==> src/hw/rtl/mhl_pkg.sv <==
package mhl_pkg;

    localparam int MAX_PAIRS = 5;
    localparam int MAX_RADIX = 24;
    localparam int REM_W     = 35;
    localparam int CHAR_W    = 7;
    localparam int IDX_W     = 3;
    localparam int CNT_W     = 3;
    localparam int RAD_W     = 5;

    localparam logic [CHAR_W-1:0] CHAR_LETTER = 7'd65;
    localparam logic [CHAR_W-1:0] CHAR_DIGIT  = 7'd48;

    typedef struct packed {
        logic                              valid;
        logic [CNT_W-1:0]                  count;
        logic [REM_W-1:0]                  rem_lon;
        logic [REM_W-1:0]                  rem_lat;
        logic [MAX_PAIRS-1:0][CHAR_W-1:0]  lon_chars;
        logic [MAX_PAIRS-1:0][CHAR_W-1:0]  lat_chars;
    } stage_t;

    // Longitude place values in units of 1e-7/9 degree; latitude uses half.
    function automatic logic [REM_W-1:0] lon_step(input logic [IDX_W-1:0] idx);
        logic [REM_W-1:0] s;
        case (idx)
            3'd0:    s = 35'd32400000000;
            3'd1:    s = 35'd1800000000;
            3'd2:    s = 35'd180000000;
            3'd3:    s = 35'd7500000;
            3'd4:    s = 35'd750000;
            default: s = 35'd31250;
        endcase
        return s;
    endfunction

    function automatic logic [RAD_W-1:0] pair_radix(input logic [IDX_W-1:0] idx);
        logic [RAD_W-1:0] r;
        case (idx)
            3'd0:    r = 5'd18;
            3'd2,
            3'd4:    r = 5'd24;
            default: r = 5'd10;
        endcase
        return r;
    endfunction

endpackage

==> src/hw/rtl/maidenhead_locator_encoder.sv <==
// Maidenhead locator encoder.
// Input channel (in_valid/in_stall): one position per transaction, longitude and
// latitude in 1e-7 degree plus the fix quality digit. Output channel
// (out_valid/out_stall): one transaction per locator pair, carrying the
// longitude and latitude characters, the pair position and a last-pair flag.
// Positions without a valid fix, or taken while pair_count is zero, give no
// output. pair_count is written over the APB port at address 0 (saturates at 5).
// A position passes a wrap stage and a row of five digit cells, one cell per
// pair, then lands in the pair buffer, which shows the pairs one per cycle while
// out_stall is low. Up to seven positions are in flight; the pair buffer takes
// the next position with a valid fix only as the last pair of the one before is
// taken, and a dropped position never enters it.
// While out_stall is high the current pair holds, the cell row freezes and
// in_stall rises once the row cannot move. Reset empties the row and the buffer
// and sets pair_count to 3.
module maidenhead_locator_encoder
    import mhl_pkg::*;
(
    input  logic                clk,
    input  logic                rst_n,
    input  logic                psel,
    input  logic                penable,
    input  logic                pwrite,
    input  logic [2:0]          paddr,
    input  logic [31:0]         pwdata,
    output logic [31:0]         prdata,
    output logic                pready,
    input  logic                in_valid,
    output logic                in_stall,
    input  logic signed [31:0]  longitude,
    input  logic signed [30:0]  latitude,
    input  logic [3:0]          fix_quality,
    output logic                out_valid,
    input  logic                out_stall,
    output logic [CHAR_W-1:0]   lon_char,
    output logic [CHAR_W-1:0]   lat_char,
    output logic [IDX_W-1:0]    pair_index,
    output logic                last_pair
);

    localparam logic             CFG_PAIR_COUNT = 1'b0;
    localparam logic [CNT_W-1:0] PAIR_LIMIT     = 3'd5;
    localparam logic [CNT_W-1:0] PAIR_RESET     = 3'd3;

    logic [CNT_W-1:0] pair_count_reg;
    logic [CNT_W-1:0] pair_count_next;
    logic             cfg_write;
    logic             adv;
    logic             accept;
    stage_t           chain [MAX_PAIRS+1];

    assign pready    = 1'b1;
    assign cfg_write = psel && penable && pwrite && pready && (paddr[2] == CFG_PAIR_COUNT);

    always_comb
    begin
        if (pwdata > 32'(PAIR_LIMIT))
        begin
            pair_count_next = PAIR_LIMIT;
        end
        else
        begin
            pair_count_next = pwdata[CNT_W-1:0];
        end
    end

    always_ff @(posedge clk or negedge rst_n)
    begin
        if (!rst_n)
        begin
            pair_count_reg <= PAIR_RESET;
        end
        else if (cfg_write)
        begin
            pair_count_reg <= pair_count_next;
        end
    end

    assign prdata   = (paddr[2] == CFG_PAIR_COUNT) ? 32'(pair_count_reg) : '0;
    assign in_stall = !adv;
    assign accept   = in_valid && !in_stall;

    mhl_wrap u_wrap (
        .clk         (clk),
        .rst_n       (rst_n),
        .adv         (adv),
        .accept      (accept),
        .longitude   (longitude),
        .latitude    (latitude),
        .fix_quality (fix_quality),
        .pair_count  (pair_count_reg),
        .stage_out   (chain[0])
    );

    for (genvar g = 0; g < MAX_PAIRS; g++)
    begin : g_cell
        mhl_cell u_cell (
            .clk       (clk),
            .rst_n     (rst_n),
            .adv       (adv),
            .cell_idx  (IDX_W'(g)),
            .stage_in  (chain[g]),
            .stage_out (chain[g+1])
        );
    end

    mhl_serial u_serial (
        .clk        (clk),
        .rst_n      (rst_n),
        .stage_in   (chain[MAX_PAIRS]),
        .out_stall  (out_stall),
        .adv        (adv),
        .out_valid  (out_valid),
        .lon_char   (lon_char),
        .lat_char   (lat_char),
        .pair_index (pair_index),
        .last_pair  (last_pair)
    );

endmodule

==> src/hw/rtl/mhl_wrap.sv <==
module mhl_wrap
    import mhl_pkg::*;
(
    input  logic                clk,
    input  logic                rst_n,
    input  logic                adv,
    input  logic                accept,
    input  logic signed [31:0]  longitude,
    input  logic signed [30:0]  latitude,
    input  logic [3:0]          fix_quality,
    input  logic [CNT_W-1:0]    pair_count,
    output stage_t              stage_out
);

    localparam logic [3:0]          FIX_VALID  = 4'd1;
    localparam logic signed [33:0]  LON_OFFSET = 34'sd1800000000;
    localparam logic signed [33:0]  LON_SPAN   = 34'sd3600000000;
    localparam logic signed [32:0]  LAT_OFFSET = 33'sd900000000;
    localparam logic signed [32:0]  LAT_SPAN   = 33'sd1800000000;

    logic signed [33:0] lon_s;
    logic signed [32:0] lat_s;
    logic [31:0]        lon_r;
    logic [30:0]        lat_r;
    logic               valid_reg;
    logic               valid_next;
    stage_t             stage_reg;
    stage_t             stage_next;

    always_comb
    begin
        lon_s = 34'(longitude) + LON_OFFSET;
        if (lon_s < 0)
        begin
            lon_s = lon_s + LON_SPAN;
        end
        else if (lon_s >= LON_SPAN)
        begin
            lon_s = lon_s - LON_SPAN;
        end
        lon_r = lon_s[31:0];

        lat_s = 33'(latitude) + LAT_OFFSET;
        if (lat_s < 0)
        begin
            lat_s = lat_s + LAT_SPAN;
        end
        else if (lat_s >= LAT_SPAN)
        begin
            lat_s = lat_s - LAT_SPAN;
        end
        lat_r = lat_s[30:0];

        stage_next           = '0;
        stage_next.count     = pair_count;
        // scale by nine so every place value is a whole number
        stage_next.rem_lon   = (REM_W'(lon_r) << 3) + REM_W'(lon_r);
        stage_next.rem_lat   = (REM_W'(lat_r) << 3) + REM_W'(lat_r);
        stage_next.valid     = accept && (fix_quality == FIX_VALID) && (pair_count != '0);
        valid_next           = stage_next.valid;
    end

    always_ff @(posedge clk or negedge rst_n)
    begin
        if (!rst_n)
        begin
            valid_reg <= 1'b0;
        end
        else if (adv)
        begin
            valid_reg <= valid_next;
        end
    end

    always_ff @(posedge clk)
    begin
        if (adv)
        begin
            stage_reg <= stage_next;
        end
    end

    always_comb
    begin
        stage_out       = stage_reg;
        stage_out.valid = valid_reg;
    end

endmodule

==> src/hw/rtl/mhl_cell.sv <==
module mhl_cell
    import mhl_pkg::*;
(
    input  logic               clk,
    input  logic               rst_n,
    input  logic               adv,
    input  logic [IDX_W-1:0]   cell_idx,
    input  stage_t             stage_in,
    output stage_t             stage_out
);

    logic [REM_W-1:0]  lon_div;
    logic [REM_W-1:0]  lat_div;
    logic [REM_W-1:0]  lon_mult;
    logic [REM_W-1:0]  lat_mult;
    logic [REM_W-1:0]  lon_sel;
    logic [REM_W-1:0]  lat_sel;
    logic [CHAR_W-1:0] lon_dig;
    logic [CHAR_W-1:0] lat_dig;
    logic [CHAR_W-1:0] base;
    logic [RAD_W-1:0]  rad;
    logic              valid_reg;
    stage_t            stage_reg;
    stage_t            stage_next;

    // digit = largest multiple of the next place value that fits the remainder
    always_comb
    begin
        lon_div = lon_step(IDX_W'(cell_idx + 1'b1));
        lat_div = lon_div >> 1;
        rad     = pair_radix(cell_idx);
        base    = cell_idx[0] ? CHAR_DIGIT : CHAR_LETTER;
        lon_dig = '0;
        lat_dig = '0;
        lon_sel = '0;
        lat_sel = '0;
        for (int k = 1; k < MAX_RADIX; k++)
        begin
            lon_mult = REM_W'(64'(k) * 64'(lon_div));
            lat_mult = REM_W'(64'(k) * 64'(lat_div));
            if ((RAD_W'(k) < rad) && (stage_in.rem_lon >= lon_mult))
            begin
                lon_dig = CHAR_W'(k);
                lon_sel = lon_mult;
            end
            if ((RAD_W'(k) < rad) && (stage_in.rem_lat >= lat_mult))
            begin
                lat_dig = CHAR_W'(k);
                lat_sel = lat_mult;
            end
        end

        stage_next                     = stage_in;
        stage_next.rem_lon             = stage_in.rem_lon - lon_sel;
        stage_next.rem_lat             = stage_in.rem_lat - lat_sel;
        stage_next.lon_chars[cell_idx] = base + lon_dig;
        stage_next.lat_chars[cell_idx] = base + lat_dig;
    end

    always_ff @(posedge clk or negedge rst_n)
    begin
        if (!rst_n)
        begin
            valid_reg <= 1'b0;
        end
        else if (adv)
        begin
            valid_reg <= stage_in.valid;
        end
    end

    always_ff @(posedge clk)
    begin
        if (adv)
        begin
            stage_reg <= stage_next;
        end
    end

    always_comb
    begin
        stage_out       = stage_reg;
        stage_out.valid = valid_reg;
    end

endmodule

==> src/hw/rtl/mhl_serial.sv <==
module mhl_serial
    import mhl_pkg::*;
(
    input  logic               clk,
    input  logic               rst_n,
    input  stage_t             stage_in,
    input  logic               out_stall,
    output logic               adv,
    output logic               out_valid,
    output logic [CHAR_W-1:0]  lon_char,
    output logic [CHAR_W-1:0]  lat_char,
    output logic [IDX_W-1:0]   pair_index,
    output logic               last_pair
);

    logic                             valid_reg;
    logic                             valid_next;
    logic [IDX_W-1:0]                 idx_reg;
    logic [CNT_W-1:0]                 count_reg;
    logic [MAX_PAIRS-1:0][CHAR_W-1:0] lon_sh_reg;
    logic [MAX_PAIRS-1:0][CHAR_W-1:0] lat_sh_reg;
    logic                             take;
    logic                             is_last;
    logic                             done;
    logic                             load;

    always_comb
    begin
        take    = valid_reg && !out_stall;
        is_last = (idx_reg == IDX_W'(count_reg - 1'b1));
        done    = take && is_last;
        // the chain moves only when the pair buffer can take its next locator
        adv     = !valid_reg || done;
        load    = adv && stage_in.valid;
        if (load)
        begin
            valid_next = 1'b1;
        end
        else if (done)
        begin
            valid_next = 1'b0;
        end
        else
        begin
            valid_next = valid_reg;
        end
    end

    always_ff @(posedge clk or negedge rst_n)
    begin
        if (!rst_n)
        begin
            valid_reg <= 1'b0;
        end
        else
        begin
            valid_reg <= valid_next;
        end
    end

    always_ff @(posedge clk)
    begin
        if (load)
        begin
            idx_reg    <= '0;
            count_reg  <= stage_in.count;
            lon_sh_reg <= stage_in.lon_chars;
            lat_sh_reg <= stage_in.lat_chars;
        end
        else if (take)
        begin
            idx_reg    <= IDX_W'(idx_reg + 1'b1);
            lon_sh_reg <= {CHAR_W'(0), lon_sh_reg[MAX_PAIRS-1:1]};
            lat_sh_reg <= {CHAR_W'(0), lat_sh_reg[MAX_PAIRS-1:1]};
        end
    end

    assign out_valid  = valid_reg;
    assign lon_char   = lon_sh_reg[0];
    assign lat_char   = lat_sh_reg[0];
    assign pair_index = idx_reg;
    assign last_pair  = is_last;

endmodule

==> config.mk <==
export PLATFORM = sky130hd
export DESIGN_NAME = maidenhead_locator_encoder
export DESIGN_NICKNAME = d
export VERILOG_FILES = /design/src/hw/rtl/mhl_pkg.sv /design/src/hw/rtl/maidenhead_locator_encoder.sv /design/src/hw/rtl/mhl_wrap.sv /design/src/hw/rtl/mhl_cell.sv /design/src/hw/rtl/mhl_serial.sv
export SDC_FILE = /design/constraint.sdc
export NUM_CORES = 2
export LEC_CHECK = 0
export BUFFER_PORTS_ARGS = -buffer_cell sky130_fd_sc_hd__buf_2
export CAP_MARGIN = 20
export CORE_AREA = 2 2 381 383
export CTS_CLUSTER_DIAMETER = 30
export DETAILED_ROUTE_END_ITERATION = 12
export DIE_AREA = 0 0 383 385
export GPL_ROUTABILITY_DRIVEN = 1
export GPL_TIMING_DRIVEN = 1
export HOLD_SLACK_MARGIN = 0.15
export PLACE_DENSITY = 0.54
export SYNTH_ARGS = -nofsm -noshare
export SYNTH_HDL_FRONTEND = slang
export SYNTH_SLANG_ARGS = --single-unit
==> constraint.sdc <==
create_clock -name clk -period 45.7 [get_ports clk]
set_input_delay 4.57 -clock clk [delete_from_list [all_inputs] [get_ports clk]]
set_output_delay 4.57 -clock clk [all_outputs]
set_load 0.03 [all_outputs]
==> results list <==
- Outcome: complete, no violations
- The die is ~390 um tall.
- The largest total area in the synthesized netlist belongs to edfxtp_1.
* HP Class: flip-flop to flip-flop
* Peak ir drop on the vdd network: roughly 0.037 mV
- After the flow finishes, the layout carries non-filler instances totaling around 8000.
- Worst reg2reg startpoint: u_wrap.stage_out[80]
* Distinct cell type count of the synthesized netlist: approximately 120
* Maximum count of clock buffers along a single path: 3
- Sequence of cells on the critical path: buf_2 > a21oi_1 > a211oi_1 > nor4_2 > o31ai_1 > a21oi_1 > o221ai_2 > a21oi_1 > nor2_1 > xnor2_1 > ha_1 > o21ai_0 > nor2_1 > o2111ai_1 > a31o_2 > a2111oi_0 > o21ai_0 > a21oi_1 > o21a_1 > nor2_1 > xnor2_1
- Clock root buffer: clkbuf_16
* Final core utilization: ~40%
- At the pin with the least slew margin, the transition time is approximately 1100 ps.
* Post-synthesis sequential area ratio: between 30% and 40%
- In this run the critical register-to-register path is captured at g_cell[0].u_cell.stage_out[104].
- In the final timing run, aggregate negative setup slack is 0 ps.
- Yosys printed 0 warnings.
- The most used flip-flop cell after synthesis is edfxtp_1.
* Most instantiated cells after synthesis: edfxtp_1 (592), nand2_1 (578), nor2_1 (498), a21oi_1 (475), o21ai_0 (384)
* Die area: 147000 um^2
- Post-CTS timing repair inserted 0 buffers for setup.
* Global-route wire length before repair: approximately 250000 um
- GRT Overall Usage: 21.1%
- Max incr delay on CP: about 910 ps
- The top cell type by area accounts for 34.7% of the synthesized area.
* Startpoint types: input port
- Post-route DRC violation count: 0
- Across all register-to-register paths, the minimum setup slack is roughly 39000 ps.
- Per report_power, the clock group accounts for 19.4% of the total.
* Switching fraction of total power: 45.9%
- The final route contains roughly 47000 vias.
- The later pin in the worst-skew pair is clocked with a latency of between 700 and 800 ps.
- Counting stages on the worst path, the most repeated cell is a21oi_1.
* Startpoint of the tightest hold check path: g_cell[3].u_cell.stage_out[16]
- The initial antenna violation count was 5.
- Final setup skew: between 20 and 30 ps
* Final net count: between 6000 and 7000
- At the worst endpoint, the arrival time is between 10000 and 15000 ps.
- The analysis attributes to cell leakage a power of between 20 and 25 nW.
- Sequential cells account for between 30% and 40% of the total power.
- Switching power of the nets: 0.00218 W
- Drt via density: about 5.9
- Clock-pin slew was measured on the worst setup and hold paths at ~50 ps.
- Cell internal power was estimated by the tool at 0.00257 W.
- Once detail routing completed, the nets flagged for antenna violations numbered 0.
- between 150 and 200 I/O pins were placed.
* Pin count of the biggest net entering global routing: 78
* Detailed-route wire length: approximately 160000 um
- Violation count after the first detailed-routing iteration: ~4100
* Depth of the worst register-to-register path: 23
* CP required: 46180 ps
* Fill cell instance count of the final layout: 14400
- Fraction of final layout cells sized beyond drive strength 1: under 10%
- Row Count: between 100 and 150
- Post-synthesis sequential element count: between 600 and 700
* Proportion of power drawn by combinational gates: a little under half
- Setup violations remaining at the end of the flow were counted as 0.
* Placeable core region: approximately 140000 um^2
- After detailed placement, the total cell area comes to roughly 53000 um^2.
* Max cap viols: 0
- The register with the most flip-flops in the layout has between 400 and 500 of them.
- Hold_buf cts: 0
- At the end of routability-driven placement, the weighted congestion stood at 0.932.
* Number of buffers added by the clock tree synthesis step: ~130
* Initial core utilization: between 30% and 40%
* Cell Pwr Density: between 80 and 90 nW/um^2
- A synthesized cell averages approximately 8.6 um^2.
* Final setup margin: 35330 ps
- After synthesis, the cell types taking the most area are edfxtp_1 (35%), ha_1 (6.2%), a21oi_1 (4.6%), nand2_1 (4.2%), xnor2_1 (3.9%).
- Hold EP: g_cell[4].u_cell.stage_out[16]
- Post-synthesis cell area: 51200 um^2
- During placement, the flow inserted port buffers numbering 129.
* Final min period: slightly above 10000 ps
- Number of synthesized flops with an enable pin: between 500 and 600
- The area growth from synthesis to layout is 12.5%.
- Biggest fanout along the worst timing path: 13
- Post-route clock period utilization: a little under a quarter
* Worst slack after detailed placement: around 35000 ps
- Synthesis produced approximately 6000 cells.
- Once detailed placement completed, the half-perimeter wirelength came to around 120000 um.
* Max Transition Viols Final: 0
* CTS H-Tree Depth: 4
* CTS tree: done
- The number of placed instances, taps included, is just under 8000.
* Total overflow reported by the global router: 0
- Num Clock Sinks: between 600 and 700
* Routed len/inst: around 20 um
- Yosys instantiated no cell more often than edfxtp_1.
* Count of cells resized by post-cts repair: 0
- Setup repair after global routing left no endpoint under its margin.
- Headroom to the max-slew limit came out at between 20 and 30%.
- The finished cells cover around 58000 um^2.
- Vias in the first global route: ~45000
- Kind of capture point of the worst setup path: flip-flop
- The first TritonRoute pass finished after 6 iterations.
- For this run, the top clock speed supported by timing is approximately 96 MHz.
- The largest individual stage delay along the critical path comes from the cell a2111oi_0.
- The worst hold path was traced through 0 stages.
- The die is approximately 380 um wide.
- Final count of hold timing violations: 0
* Worst Path Class, Setup: input port to flip-flop
* Post-synth ARST share: approximately 1.7%
==> per-stage QoR <==
| step | total power (W) | hold WS [ps] |
|---|---|---|
| after floorplan | 0.00322 | 400 |
| final | 0.00475 | 407 |
| after global routing | 0.00511 | 406 |
| after detailed placement | 0.00380 | 405 |
| after CTS | 0.00475 | 402 |
| after global placement | 0.00380 | 400 |
==> kinds of logic (layout without fill, tap and decap cells) <==
kind of cell	after synthesis	in the layout	share of synthesized area, %
other	2	37	0.0147
adders and majority gates	264	264	6.60
muxes	5	5	0.0978
DFF	605	605	35.3
AOI/OAI and AO/OA	1860	1860	24.4
xor gates and xnor gates	309	309	5.29
and+or+nand+nor	2367	2367	23.7
buffers and inverters	561	617	4.60
==> layout make-up <==
cell class / instances / area [um^2] / share of cell area [%]
flip-flops and latches: 605 / 18100 / 31.4
inverters: 191 / 717 / 1.25
diodes: 1 / 2.50 / 0.00435
multi-input cells: 4841 / 30900 / 53.6
repair buffers: 184 / 1060 / 1.83
clock inverters: 94 / 1080 / 1.88
well taps: 1903 / 2380 / 4.13
clock buffers: 148 / 3360 / 5.84
==> power groups by stage <==
stage | registers [W] | clock network [W] | logic, W
floorplan | 0.00129 | 0 | 0.00193
global placement | 0.00155 | 0 | 0.00225
detailed placement | 0.00155 | 0 | 0.00225
CTS | 0.00154 | 0.000945 | 0.00227
global route | 0.00160 | 0.000973 | 0.00254
finish | 0.00156 | 0.000921 | 0.00228
==> per-layer routing <==
metal  share of wire [%]  up-vias  global-route usage [%]
met5               0.017        -                       0
met4                 3.8        4                    8.93
met3                 5.2      356                    2.78
met2                  48     1610                    35.6
met1                  43    22300                    27.1
li1                    -    22600                       -
==> worst max-delay path, delay by kind of cell <==
kind / cells / cell delay, ps
adder cells (fa/ha/maj): 1 / 350
XOR/XNOR: 2 / 290
AND/OR/NAND/NOR: 4 / 1000
buffers and inverters: 1 / 160
AO/OA/AOI/OAI: 13 / 4470
==> how the worst max path moves through the flow <==
stage,to,slack [ps],from,cells after the start
2_1_floorplan,u_serial.lat_sh_reg[30],25220,out_stall,3
4_1_cts,u_wrap.stage_out[136],35480,longitude[12],21
3_3_place_gp,u_wrap.stage_out[136],34660,longitude[12],21
6_report,u_wrap.stage_out[136],35330,longitude[12],21
5_1_grt,u_wrap.stage_out[136],34860,longitude[12],21
3_5_place_dp,u_wrap.stage_out[136],34720,longitude[12],21
==> layout by cell type, fill, tap and decap left out, types with 91 or more instances in the layout <==
master / instances
nor3_1: 180
nor2_1: 498
clkbuf_16: 132
inv_1: 188
ha_1: 254
nand3_1: 207
nand2b_1: 102
a21o_1: 112
edfxtp_1: 592
buf_2: 129
xnor2_1: 227
o21a_1: 93
nand4_1: 95
o21ai_0: 383
nor4_1: 120
a21oi_1: 475
nand2_1: 577
nor2b_1: 91
Note: power is estimated with default switching activity, not from simulation.
